`src/hdl/bnx_pkg.sv`:
```
// Shared constants and types for the advertising local-name extractor.
// Used by the parser, the emitter and the top level; depends on nothing.
package bnx_pkg;

    localparam int MAX_AD_BYTES = 31;
    localparam int NAME_DEPTH   = MAX_AD_BYTES - 2;
    localparam int CNT_W        = $clog2(NAME_DEPTH + 1);
    localparam int ADDR_W       = $clog2(NAME_DEPTH);
    localparam int CHAR_W       = 7;
    localparam int LEN_W        = 5;
    localparam int OFS_W        = LEN_W + 1;

    localparam logic [7:0] TYPE_COMPLETE = 8'h09;
    localparam logic [7:0] TYPE_SHORT    = 8'h08;
    localparam logic [7:0] CHAR_LOW      = 8'h20;
    localparam logic [7:0] CHAR_HIGH     = 8'h7E;

    // Handed from the parser to the emitter when the final byte of a report is taken.
    typedef struct packed {
        logic             valid;
        logic [CNT_W-1:0] count;
        logic             from_complete;
    } t_name_done;

endpackage

```
`src/hdl/bnx_ram.sv`:
```
// Generic single-write, single-read synchronous RAM with a registered read port.
// Self-contained; used for the name character store.
module bnx_ram #(
    parameter int WIDTH = 8,
    parameter int DEPTH = 32
) (
    input  logic                     i_clk,
    input  logic                     i_wr_en,
    input  logic [$clog2(DEPTH)-1:0] i_wr_addr,
    input  logic [WIDTH-1:0]         i_wr_data,
    input  logic                     i_rd_en,
    input  logic [$clog2(DEPTH)-1:0] i_rd_addr,
    output logic [WIDTH-1:0]         o_rd_data
);

    logic [WIDTH-1:0] r_mem [DEPTH];
    logic [WIDTH-1:0] r_rd_data;

    always_ff @(posedge i_clk) begin
        if (i_wr_en) begin
            r_mem[i_wr_addr] <= i_wr_data;
        end
        if (i_rd_en) begin
            r_rd_data <= r_mem[i_rd_addr];
        end
    end

    assign o_rd_data = r_rd_data;

endmodule

```
`src/hdl/bnx_parser.sv`:
```
// Record walker: follows the length-type-value records of one payload and
// writes printable name characters into the name RAM. Depends on bnx_pkg.
module bnx_parser (
    input  logic                          i_clk,
    input  logic                          i_rst_n,
    input  logic                          i_accept,
    input  logic [7:0]                    i_data_byte,
    input  logic [bnx_pkg::LEN_W-1:0]     i_ad_length,
    input  logic                          i_last_byte,
    output logic                          o_wr_en,
    output logic [bnx_pkg::ADDR_W-1:0]    o_wr_addr,
    output logic [bnx_pkg::CHAR_W-1:0]    o_wr_data,
    output bnx_pkg::t_name_done           o_done
);

    typedef enum logic [1:0] {
        PH_LEN,
        PH_TYPE,
        PH_VALUE,
        PH_DONE
    } t_phase;

    typedef enum logic [1:0] {
        KIND_OTHER,
        KIND_SHORT,
        KIND_COMPLETE
    } t_kind;

    t_phase                      r_phase,  n_phase;
    t_kind                       r_kind,   n_kind;
    logic [bnx_pkg::OFS_W-1:0]   r_offset, n_offset;
    logic [bnx_pkg::LEN_W-1:0]   r_left,   n_left;
    logic [bnx_pkg::CNT_W-1:0]   r_count,  n_count;
    logic                        r_short_taken, n_short_taken;
    logic                        r_complete,    n_complete;

    logic [8:0]                  c_rec_end;
    logic                        c_printable;

    assign c_rec_end   = 9'({3'b000, r_offset}) + 9'({1'b0, i_data_byte}) + 9'd1;
    assign c_printable = (i_data_byte >= bnx_pkg::CHAR_LOW) &&
                         (i_data_byte <= bnx_pkg::CHAR_HIGH);

    always_comb begin
        t_phase c_ph;
        c_ph          = r_phase;
        n_phase       = r_phase;
        n_kind        = r_kind;
        n_offset      = r_offset;
        n_left        = r_left;
        n_count       = r_count;
        n_short_taken = r_short_taken;
        n_complete    = r_complete;
        o_wr_en       = 1'b0;
        o_wr_addr     = r_count[bnx_pkg::ADDR_W-1:0];
        o_wr_data     = i_data_byte[bnx_pkg::CHAR_W-1:0];
        o_done        = '0;

        if (i_accept && (i_ad_length != '0)) begin
            // Anything at or past the declared length ends parsing.
            if (r_phase != PH_DONE && r_offset >= {1'b0, i_ad_length}) begin
                c_ph = PH_DONE;
            end
            n_phase = c_ph;
            unique case (c_ph)
                PH_LEN: begin
                    if (i_data_byte == 8'd0 || c_rec_end > 9'({4'b0000, i_ad_length})) begin
                        n_phase = PH_DONE;
                    end else begin
                        n_left  = i_data_byte[bnx_pkg::LEN_W-1:0];
                        n_phase = PH_TYPE;
                    end
                end
                PH_TYPE: begin
                    n_left = r_left - 1'b1;
                    n_kind = KIND_OTHER;
                    if (i_data_byte == bnx_pkg::TYPE_COMPLETE && n_left != '0) begin
                        n_kind     = KIND_COMPLETE;
                        n_complete = 1'b1;
                        n_count    = '0;
                    end else if (i_data_byte == bnx_pkg::TYPE_SHORT && n_left != '0 &&
                                 !r_short_taken) begin
                        n_kind        = KIND_SHORT;
                        n_short_taken = 1'b1;
                        n_count       = '0;
                    end
                    n_phase = (n_left == '0) ? PH_LEN : PH_VALUE;
                end
                PH_VALUE: begin
                    if (r_kind != KIND_OTHER && c_printable &&
                        r_count < bnx_pkg::CNT_W'(bnx_pkg::NAME_DEPTH)) begin
                        o_wr_en = 1'b1;
                        n_count = r_count + 1'b1;
                    end
                    n_left = r_left - 1'b1;
                    if (n_left == '0) begin
                        n_phase = (r_kind == KIND_COMPLETE) ? PH_DONE : PH_LEN;
                    end
                end
                PH_DONE: begin
                end
                default: begin
                end
            endcase
            if (r_offset != '1) begin
                n_offset = r_offset + 1'b1;
            end
        end

        if (i_accept && i_last_byte) begin
            o_done.valid         = 1'b1;
            o_done.count         = (i_ad_length == '0) ? '0 : n_count;
            o_done.from_complete = (i_ad_length == '0) ? 1'b0 : n_complete;
            n_phase       = PH_LEN;
            n_kind        = KIND_OTHER;
            n_offset      = '0;
            n_left        = '0;
            n_count       = '0;
            n_short_taken = 1'b0;
            n_complete    = 1'b0;
        end
    end

    always_ff @(posedge i_clk) begin
        if (!i_rst_n) begin
            r_phase       <= PH_LEN;
            r_kind        <= KIND_OTHER;
            r_offset      <= '0;
            r_left        <= '0;
            r_count       <= '0;
            r_short_taken <= 1'b0;
            r_complete    <= 1'b0;
        end else begin
            r_phase       <= n_phase;
            r_kind        <= n_kind;
            r_offset      <= n_offset;
            r_left        <= n_left;
            r_count       <= n_count;
            r_short_taken <= n_short_taken;
            r_complete    <= n_complete;
        end
    end

endmodule

```
`src/hdl/bnx_emitter.sv`:
```
// Name emitter: reads the stored characters back from the name RAM and drives
// the result register, or sends one empty terminator. Depends on bnx_pkg.
module bnx_emitter (
    input  logic                          i_clk,
    input  logic                          i_rst_n,
    input  bnx_pkg::t_name_done           i_done,
    output logic                          o_busy,
    output logic                          o_rd_en,
    output logic [bnx_pkg::ADDR_W-1:0]    o_rd_addr,
    input  logic [bnx_pkg::CHAR_W-1:0]    i_rd_data,
    output logic                          o_out_valid,
    input  logic                          i_out_ready,
    output logic [bnx_pkg::CHAR_W-1:0]    o_name_char,
    output logic                          o_char_valid,
    output logic                          o_name_last,
    output logic                          o_from_complete
);

    typedef enum logic [1:0] {
        E_IDLE,
        E_TERM,
        E_READ,
        E_CAP
    } t_state;

    t_state                      r_state;
    logic [bnx_pkg::CNT_W-1:0]   r_idx;
    logic [bnx_pkg::CNT_W-1:0]   r_total;
    logic                        r_complete;
    logic                        r_out_valid;
    logic [bnx_pkg::CHAR_W-1:0]  r_name_char;
    logic                        r_char_valid;
    logic                        r_name_last;
    logic                        r_from_complete;
    logic                        c_out_free;
    logic                        c_final;
    logic                        c_load;

    assign c_out_free = !r_out_valid || i_out_ready;
    assign c_final    = (r_idx + 1'b1) == r_total;
    assign c_load     = ((r_state == E_TERM) || (r_state == E_CAP)) && c_out_free;

    assign o_busy    = (r_state != E_IDLE);
    assign o_rd_en   = (r_state == E_READ);
    assign o_rd_addr = r_idx[bnx_pkg::ADDR_W-1:0];

    always_ff @(posedge i_clk) begin
        if (!i_rst_n) begin
            r_state     <= E_IDLE;
            r_out_valid <= 1'b0;
            r_idx       <= '0;
            r_total     <= '0;
            r_complete  <= 1'b0;
        end else begin
            if (r_out_valid && i_out_ready && !c_load) begin
                r_out_valid <= 1'b0;
            end
            unique case (r_state)
                E_IDLE: begin
                    if (i_done.valid) begin
                        r_idx      <= '0;
                        r_total    <= i_done.count;
                        r_complete <= i_done.from_complete;
                        r_state    <= (i_done.count == '0) ? E_TERM : E_READ;
                    end
                end
                E_TERM: begin
                    if (c_out_free) begin
                        r_out_valid     <= 1'b1;
                        r_name_char     <= '0;
                        r_char_valid    <= 1'b0;
                        r_name_last     <= 1'b1;
                        r_from_complete <= r_complete;
                        r_state         <= E_IDLE;
                    end
                end
                E_READ: begin
                    r_state <= E_CAP;
                end
                E_CAP: begin
                    // Read data holds here because no new read is issued until it is taken.
                    if (c_out_free) begin
                        r_out_valid     <= 1'b1;
                        r_name_char     <= i_rd_data;
                        r_char_valid    <= 1'b1;
                        r_name_last     <= c_final;
                        r_from_complete <= r_complete;
                        r_idx           <= r_idx + 1'b1;
                        r_state         <= c_final ? E_IDLE : E_READ;
                    end
                end
                default: begin
                    r_state <= E_IDLE;
                end
            endcase
        end
    end

    assign o_out_valid     = r_out_valid;
    assign o_name_char     = r_name_char;
    assign o_char_valid    = r_char_valid;
    assign o_name_last     = r_name_last;
    assign o_from_complete = r_from_complete;

endmodule

```
`src/hdl/ble_adv_name_extractor_unit.sv`:
```
// Advertising local-name extractor, top level: parser, name RAM and emitter.
// Depends on bnx_pkg, bnx_parser, bnx_ram and bnx_emitter.
//
// Payload bytes are taken one request per cycle while no name is being sent.
// After the final byte the block stops taking requests and sends the chosen
// name from the 29-entry name RAM, each character first read from the RAM
// (E_READ) and then loaded into the result register (E_CAP), or passes through
// E_TERM to load one empty terminator into the result register. The input
// stays closed until the final character or the terminator is loaded, and an
// output stall keeps it closed longer. The complete local name wins over the
// first shortened name, and only printable characters are kept.
module ble_adv_name_extractor_unit (
    input  logic                          i_clk,
    input  logic                          i_rst_n,
    input  logic                          i_in_valid,
    output logic                          o_in_ready,
    input  logic [7:0]                    i_data_byte,
    input  logic [bnx_pkg::LEN_W-1:0]     i_ad_length,
    input  logic                          i_last_byte,
    output logic                          o_out_valid,
    input  logic                          i_out_ready,
    output logic [bnx_pkg::CHAR_W-1:0]    o_name_char,
    output logic                          o_char_valid,
    output logic                          o_name_last,
    output logic                          o_from_complete
);

    logic                          c_accept;
    logic                          c_busy;
    logic                          c_wr_en;
    logic [bnx_pkg::ADDR_W-1:0]    c_wr_addr;
    logic [bnx_pkg::CHAR_W-1:0]    c_wr_data;
    logic                          c_rd_en;
    logic [bnx_pkg::ADDR_W-1:0]    c_rd_addr;
    logic [bnx_pkg::CHAR_W-1:0]    c_rd_data;
    bnx_pkg::t_name_done           c_done;

    assign o_in_ready = !c_busy;
    assign c_accept   = i_in_valid && !c_busy;

    bnx_parser u_parser (
        .i_clk       (i_clk),
        .i_rst_n     (i_rst_n),
        .i_accept    (c_accept),
        .i_data_byte (i_data_byte),
        .i_ad_length (i_ad_length),
        .i_last_byte (i_last_byte),
        .o_wr_en     (c_wr_en),
        .o_wr_addr   (c_wr_addr),
        .o_wr_data   (c_wr_data),
        .o_done      (c_done)
    );

    bnx_ram #(
        .WIDTH (bnx_pkg::CHAR_W),
        .DEPTH (bnx_pkg::NAME_DEPTH)
    ) u_name_ram (
        .i_clk     (i_clk),
        .i_wr_en   (c_wr_en),
        .i_wr_addr (c_wr_addr),
        .i_wr_data (c_wr_data),
        .i_rd_en   (c_rd_en),
        .i_rd_addr (c_rd_addr),
        .o_rd_data (c_rd_data)
    );

    bnx_emitter u_emitter (
        .i_clk           (i_clk),
        .i_rst_n         (i_rst_n),
        .i_done          (c_done),
        .o_busy          (c_busy),
        .o_rd_en         (c_rd_en),
        .o_rd_addr       (c_rd_addr),
        .i_rd_data       (c_rd_data),
        .o_out_valid     (o_out_valid),
        .i_out_ready     (i_out_ready),
        .o_name_char     (o_name_char),
        .o_char_valid    (o_char_valid),
        .o_name_last     (o_name_last),
        .o_from_complete (o_from_complete)
    );

endmodule

```
`config.mk`:
```
export PLATFORM = sky130hd
export DESIGN_NAME = ble_adv_name_extractor_unit
export DESIGN_NICKNAME = d
export VERILOG_FILES = /design/src/hdl/bnx_pkg.sv /design/src/hdl/bnx_ram.sv /design/src/hdl/bnx_parser.sv /design/src/hdl/bnx_emitter.sv /design/src/hdl/ble_adv_name_extractor_unit.sv
export SDC_FILE = /design/constraint.sdc
export NUM_CORES = 1
export LEC_CHECK = 0
export CAP_MARGIN = 20
export CORE_AREA = 2 2 148 150
export DETAILED_ROUTE_END_ITERATION = 12
export DIE_AREA = 0 0 150 152
export DONT_BUFFER_PORTS = 1
export PLACE_DENSITY = 0.67
export SYNTH_ARGS = -nofsm -noshare
export SYNTH_HDL_FRONTEND = slang
export SYNTH_SLANG_ARGS = --single-unit
```
`constraint.sdc`:
```
create_clock -name i_clk -period 8.85 [get_ports i_clk]
set_clock_uncertainty 0.1 [all_clocks]
set_input_delay 1.77 -clock i_clk [delete_from_list [all_inputs] [get_ports i_clk]]
set_output_delay 1.77 -clock i_clk [all_outputs]
set_load 0.02 [all_outputs]
```
Yosys cells after proc, flatten, opt, wreduce, memory -nomap -nowiden. Memories as Yosys holds them, arrays and structs flattened. A register that Yosys moved wholly into a read port is not among the register bits. Index checks and enable logic that the tools add are counted.

Word-level logic and storage cells: 137. Memory bits (writable): 203. Output and inout bits: 12. Memories kept: 1. Register bits after elaboration: 46.

Equality and inequality tests: 15. Order comparisons: 5. Reductions and logical operators: 45. Bitwise logic cells: 2. Multiplexer cells: 47. Add/sub/neg operators: 6.

Memory list: u_name_ram.r_mem (words 29, bits a word 7, read ports 1, clocked after Yosys merged registers in 1, write ports 1, line bnx_ram.sv:16) `logic [WIDTH-1:0] r_mem [DEPTH];`.

Operators with widths (number): two-way mux 5 bit (8); one-hot mux 5 bit (2 select lines) (3); two-way mux 2 bit (12); two-way mux 7 bit (3); == test 8 x 4 -> 1 bit (second input constant) (2); two-way mux 1 bit (16); zero test 5 bit (3); one-hot mux 7 bit (2 select lines) (1); logical AND 1 bit (13); AND reduction 3 bit (4); adder 5 x 1 -> 5 bit (second input constant) (2); nonzero test 2 bit (5); nonzero test 5 bit (2); adder 6 x 8 -> 9 bit (1); adder 9 x 1 -> 9 bit (second input constant) (1); greater-than comparator 9 x 5 -> 1 bit (1); == test 2 bit (second input constant) (4); >= comparator 8 x 6 -> 1 bit (second input constant) (1); less-or-equal comparator 8 x 7 -> 1 bit (second input constant) (1); zero test 8 bit (1); one-hot mux 2 bit (4 select lines) (1); AND reduction 4 bit (2); adder 6 x 1 -> 6 bit (second input constant) (1); >= comparator 6 x 5 -> 1 bit (1); 15 further kinds (31).

Depth between registers and ports, before layout.
Word-level depth: 14. Gate-level depth with buffers: 16.

Modules after synthesis. A second synthesis with hierarchy kept.

Cell total of the unflattened synthesis: 783. Area total of the unflattened synthesis: 11506.0 sq um.

Modules (own cells, without submodules): bnx_ram (cells each 413, sequential area each 6306.0 sq um, times used 1, area an instance 8315.5 sq um); bnx_parser (cells each 263, sequential area each 440.4 sq um, times used 1, area an instance 2093.3 sq um); bnx_emitter (cells each 105, sequential area each 580.6 sq um, times used 1, area an instance 1087.3 sq um); ble_adv_name_extractor_unit (cells each 2, sequential area each 0.0 sq um, times used 1, area an instance 10.0 sq um).

Worst setup path after synthesis. No wires, ideal clock.

Path kind: input-to-reg. Start: input port i_ad_length[0] (netlist name). End: memory u_name_ram.r_mem[20][0] (netlist name), enable pin. Path slack: 4.358 ns. Arrival time: 4.032 ns. Data required time: 8.390 ns. Cell stages on the path: 11. Cells stage by stage: ha_1 nand2b_1 a21o_1 a21oi_1 o21ai_0 nor2_1 ha_1 clkbuf_1 and3_2 nand2_1 nor2_1.

Word-level cells in the longest chain between the ends: 9. Elaborated cells between the ends (all ways): 11.

Ends and longest elaborated chain: start: declaration (line ble_adv_name_extractor_unit.sv:18) `input logic [bnx_pkg::LEN_W-1:0] i_ad_length,`; >= comparator 6 x 5 -> 1 bit (line bnx_parser.sv:61) `if (r_phase != PH_DONE && r_offset >= {1'b0, i_ad_length}) begin`; logical AND 1 bit (line bnx_parser.sv:61); two-way mux 2 bit (line bnx_parser.sv:61); two-way mux 2 bit (line bnx_parser.sv:59) `if (i_accept && (i_ad_length != '0)) begin`; == test 2 bit (line bnx_parser.sv:65) `unique case (c_ph)`; two-way mux 1 bit (line bnx_parser.sv:65); two-way mux 1 bit * (line bnx_parser.sv:59); two-way mux 1 bit * (line bnx_ram.sv:20) `if (i_wr_en) begin`; two-way mux 1 bit (implied by the code) * (line bnx_ram.sv:21) `r_mem[i_wr_addr] <= i_wr_data;`; end: declaration (line bnx_ram.sv:16).

Mark *: on every way between the ends. The rest lies on a longest branch, timed or not. The select of a mux whose other input is x is not followed.

Final worst setup path.
Start: input port i_ad_length[0] (netlist name). End: register u_emitter.r_state[0].

Word-level cells in the longest chain between the ends: 13. Elaborated cells between the ends (all ways): 17.

Ends and longest elaborated chain: >= comparator 6 x 5 -> 1 bit (line bnx_parser.sv:61); logical AND 1 bit (line bnx_parser.sv:61); two-way mux 2 bit (line bnx_parser.sv:61); two-way mux 2 bit (line bnx_parser.sv:59); == test 2 bit or == test 2 x 1 -> 1 bit (tied branches) (line bnx_parser.sv:65); one-hot mux 5 bit (2 select lines) (line bnx_parser.sv:65); two-way mux 5 bit (line bnx_parser.sv:59); two-way mux 5 bit * (line bnx_parser.sv:112) `o_done.count = (i_ad_length == '0) ? '0 : n_count;`; two-way mux 7 bit * (line bnx_parser.sv:110) `if (i_accept && i_last_byte) begin`; zero test 5 bit * (line bnx_emitter.sv:64) `r_state <= (i_done.count == '0) ? E_TERM : E_READ;`; two-way mux 2 bit * (line bnx_emitter.sv:64); two-way mux 2 bit * (line bnx_emitter.sv:60) `if (i_done.valid) begin`; one-hot mux 2 bit (4 select lines) * (line bnx_emitter.sv:58) `unique case (r_state)`; end signal: assignment (line bnx_emitter.sv:64); end signal: assignment (line bnx_emitter.sv:89) `r_state <= c_final ? E_IDLE : E_READ;`; end: declaration (line bnx_emitter.sv:26) `t_state r_state;`.

Marks and branches as above. A chain may end at the register's enable or synchronous reset.

==> reports/results.txt <==
The critical path required time is 9.16 ns. Kind of path behind the tightest hold check: flip-flop to flip-flop. The die outline height is 152 µm, and the register area share after synthesis is 66.2%. For this run, the top clock speed supported by timing is 0.217 GHz.

The startpoint identified for the worst register-to-register timing path is u_parser.r_offset[0]. For the CTS sink count, the log shows 256. Register-to-register setup slack: 4.98 ns. For the pin with the worst max-slew slack, the measured transition is 0.935 ns. After clock tree synthesis, the clock-pin slew on the worst setup and hold paths is 0.06 ns. Largest delay contributor family on the critical path: simple AND/OR/NAND/NOR gates. The utilization after layout is 57.3%. Fill cells in the final layout number 1,681.

The repair_antennas step left the layout with diodes totalling 0. The tools report the startpoint class of the critical path as a primary input. The tools report the number of global-route vias before repair as 6,148. The leakage power is 3.94 nW, and the minimum clock period after layout is 4.62 ns.

Post-CTS timing repair inserted 0 buffers for setup. Setup repair after global routing left no endpoint under its margin. The die is 150 µm wide.

Power spread over the standard cell area amounts to 207 nW/µm². Relative to the synthesized area, the layout overhead comes to 10.4%. The worst hold path terminates at u_emitter.o_from_complete. The tools report the floorplan row count as 54. The worst register-to-register path ends at u_emitter.r_state[0]. Among all flip-flop cells after synthesis, the most frequent one is edfxtp_1. For this run, asynchronously set or reset flops after synthesis account for 0%. Walking the worst path, the cells encountered are ha_1 -> nand2b_1 -> a21o_1 -> a21oi_1 -> o21ai_0 -> nor2_1 -> ha_1 -> nor4bb_1 -> o2111ai_1 -> mux2i_1 -> a211oi_2 -> and2_1 -> a41o_1 -> and4_1.

In this run the cell area measured after placement is 11,300 µm². After routing the design area is 12,200 µm². The average wire per cell in the routed design came out at 23.0 µm.

The critical path is of the primary input to flip-flop type. The number of setup violations in the final report came out at 0. The number of hold buffers added after CTS was 0. The area of the die is 22,800 µm², and the per-cell via count in the routed design is 6.05.

Max-slew violation count: 0. The mean cell area of the mapped netlist was 16.0 µm². VDD sags by at most 141 µV.

The run gives 0 as the DRC violations left. The number of different library cells used by synthesis comes to 63. Together, buffers and inverters on the worst path number 0. Of the cells placed in the final design, the portion with a size suffix greater than 1 is 17.9%. The hold violation count in the final report is 0, and the cell depth of the worst hold path is 0. The post-route fraction of the period consumed by the critical path works out to 52.2%. The tools report the initial antenna violation count as 0. The first-pass GRT wire length came out at 35,700 µm. Entering global routing, the biggest net connects 53 pins. Global routing finished with a remaining overflow of 0. Counting cells, the worst reg-to-reg path comes to 15.

The tools report the synthesized area as 11,100 µm². For this design the top-level I/O count stands at 30. TritonCTS built the clock tree. The tools report the clock root buffer master as clkbuf_16. The remaining max-slew budget at the tightest pin is 37.6%, and the core box area is 21,400 µm².

Clock tree synthesis inserted a total of 27 buffers. The first-pass iteration count of the detailed router was 5; the critical-path maximum fanout was 14. For this block, the routed nets add up to 22,900 µm of wire. The library cell contributing the largest single delay on the critical path was ha_1. The run finished with clean final reports. The count of maximum capacitance violations was 0. The tools report the initial DRC count as 484. For this run, the number of Yosys warnings is 0. The tools report the final antenna-violating net count as 0. The worst endpoint data arrival time came out at 4.93 ns. The wire-length estimate of the detail-placed layout is 14,700 µm. The tools report the hold path startpoint as u_emitter.r_complete. The maximum cell stage delay along the critical path came out at 0.48 ns. Post-synthesis instance total: 693.

The clock passes through at most 3 buffers. The number of synthesized register bits is 256. The initial utilization of the core area, before any placement, comes to 51.9%. The cell repeated most along the worst path is ha_1. The level count of the clock H-tree was 1. The number of synthesized flops with an enable pin came out at 220. For the global-route usage over all layers, the log shows 20.6%. The worst setup path is captured at a flip-flop. The later pin in the worst-skew pair is clocked with a latency of 0.52 ns. Routability-driven placement finished with a final weighted congestion of 0.858. Setup total negative slack on the finished layout was measured at 0 ns. Input and output buffers added on the ports amount to 0. Summing over every cut layer, the via total after detailed routing is 6,027. The logs give 0 for the total of cells resized after clock tree synthesis and 744 for the number of nets in the finished design. Counting every net in the synthesized netlist gives 740.
==> final cells by class <==
class	instances	area, µm²	area share [%]
well taps	280	350	2.86
multi-input cells	385	3550	29.0
inverters	23	86.3	0.706
repair buffers	4	30.0	0.245
flip-flops and latches	256	7330	59.9
clock inverters	18	196	1.61
clock buffers	30	687	5.62
==> per-layer routing <==
metal  track usage [%]  up-vias  routed length [µm]
li1                  -     2741                   -
met1              28.3     3062                9690
met2              33.8      190               11400
met3              4.29       34                1390
met4              5.30        0                 472
met5                 0        -                   0
==> through the flow <==
step | worst slack [ns] | cells | power (mW) | hold slack [ns]
final | 4.23 | 996 | 2.53 | 0.367
after global routing | 3.94 | 996 | 2.61 | 0.383
after CTS | 4.30 | 996 | 2.55 | 0.360
after detailed placement | 3.76 | 948 | 1.44 | 0.346
after global placement | 3.88 | 948 | 1.43 | 0.334
after floorplan | 4.36 | 693 | 1.42 | 0.308
==> placed cells by master (no fill, tap or decap), drive strengths merged, types with 4 or more instances in the layout <==
| master | synthesis | routed |
|---|---|---|
| and4 | 4 | 4 |
| nor3 | 4 | 4 |
| clkinv | 0 | 10 |
| edfxtp | 220 | 220 |
| nor2b | 9 | 9 |
| mux2 | 7 | 7 |
| mux4 | 63 | 63 |
| xor2 | 7 | 7 |
| a31oi | 4 | 4 |
| nand3 | 9 | 9 |
| nand4 | 5 | 5 |
| nor2 | 68 | 68 |
| bufinv | 0 | 4 |
| o21a | 4 | 4 |
| nand2b | 4 | 4 |
| dfxtp | 36 | 36 |
| buf | 7 | 4 |
| o21ai | 25 | 25 |
| clkbuf | 22 | 30 |
| ha | 28 | 28 |
| inv | 23 | 24 |
| and2 | 4 | 4 |
| xnor2 | 7 | 7 |
| nand2 | 37 | 37 |
| a21oi | 22 | 22 |
| and3 | 14 | 14 |
==> report_power, final <==
part	switching (mW)	internal, mW	total, mW
registers	0.00890	1.31	1.32
logic	0.0573	0.0368	0.0941
clock network	0.443	0.674	1.12
total	0.509	2.02	2.53
==> synth_stat cells (3+ instances only) <==
| library cell | number | share of area [%] |
|---|---|---|
| buf_2 | 7 | 0.32 |
| a31oi_1 | 4 | 0.23 |
| nand3_1 | 9 | 0.41 |
| mux4_2 | 63 | 13 |
| nor3_1 | 4 | 0.18 |
| o21ai_0 | 25 | 1.1 |
| nand3b_1 | 3 | 0.20 |
| nand2_1 | 37 | 1.3 |
| nand4_1 | 5 | 0.28 |
| xor2_1 | 7 | 0.55 |
| a21o_1 | 3 | 0.20 |
| o21a_1 | 4 | 0.27 |
| clkbuf_1 | 22 | 0.75 |
| or3_1 | 3 | 0.17 |
| ha_1 | 28 | 3.2 |
| nor2_1 | 68 | 2.3 |
| and4_1 | 4 | 0.32 |
| mux2_2 | 7 | 0.71 |
| inv_1 | 23 | 0.78 |
| edfxtp_1 | 220 | 60 |
| o31ai_1 | 3 | 0.20 |
| xnor2_1 | 7 | 0.55 |
| dfxtp_1 | 36 | 6.5 |
| mux2i_1 | 3 | 0.27 |
| and2_1 | 4 | 0.23 |
| and3_1 | 11 | 0.62 |
| a41o_1 | 3 | 0.27 |
| nand2b_1 | 4 | 0.23 |
| nor4b_1 | 3 | 0.24 |
| a21oi_1 | 21 | 0.95 |
| nor2b_1 | 9 | 0.51 |
==> sequential cells by signal, indices dropped and copies added, names as in the netlist <==
register and cells:
u_name_ram.o_rd_data 7, u_emitter.o_char_valid 1, u_parser.r_left 5, u_emitter.o_name_char 7, u_emitter.o_out_valid 1, u_parser.r_offset 6
u_emitter.r_state 2, u_emitter.r_total 5, u_parser.o_wr_addr 5, u_parser.r_phase 2, u_emitter.r_complete 1, u_emitter.o_name_last 1
u_name_ram.r_mem 203, u_parser.r_complete 1, u_parser.r_short_taken 1, u_emitter.o_rd_addr 5, u_emitter.o_from_complete 1, u_parser.r_kind 2
==> logic make-up after synthesis <==
logic type,synth area share (%)
DFF,66.2
adders and majority gates,3.34
xor gates and xnor gates,1.11
muxes,13.8
and+or+nand+nor,7.78
AOI/OAI and AO/OA,5.98
buffers and inverters,1.84
==> how the worst max path moves through the flow <==
stage / startpoint / to / slack (ns) / depth (start not counted)
final: i_ad_length[0] / u_emitter.r_state[0] / 4.23 / 14
after global routing: i_ad_length[0] / u_emitter.r_state[0] / 3.94 / 14
after detailed placement: i_ad_length[0] / u_name_ram.r_mem[13][0] / 3.76 / 10
after floorplan: i_ad_length[0] / u_name_ram.r_mem[20][0] / 4.36 / 11
after global placement: i_ad_length[0] / u_name_ram.r_mem[6][2] / 3.88 / 10
after CTS: i_ad_length[0] / u_name_ram.r_mem[18][6] / 4.30 / 10
Note: power is estimated with default switching activity, not from simulation.
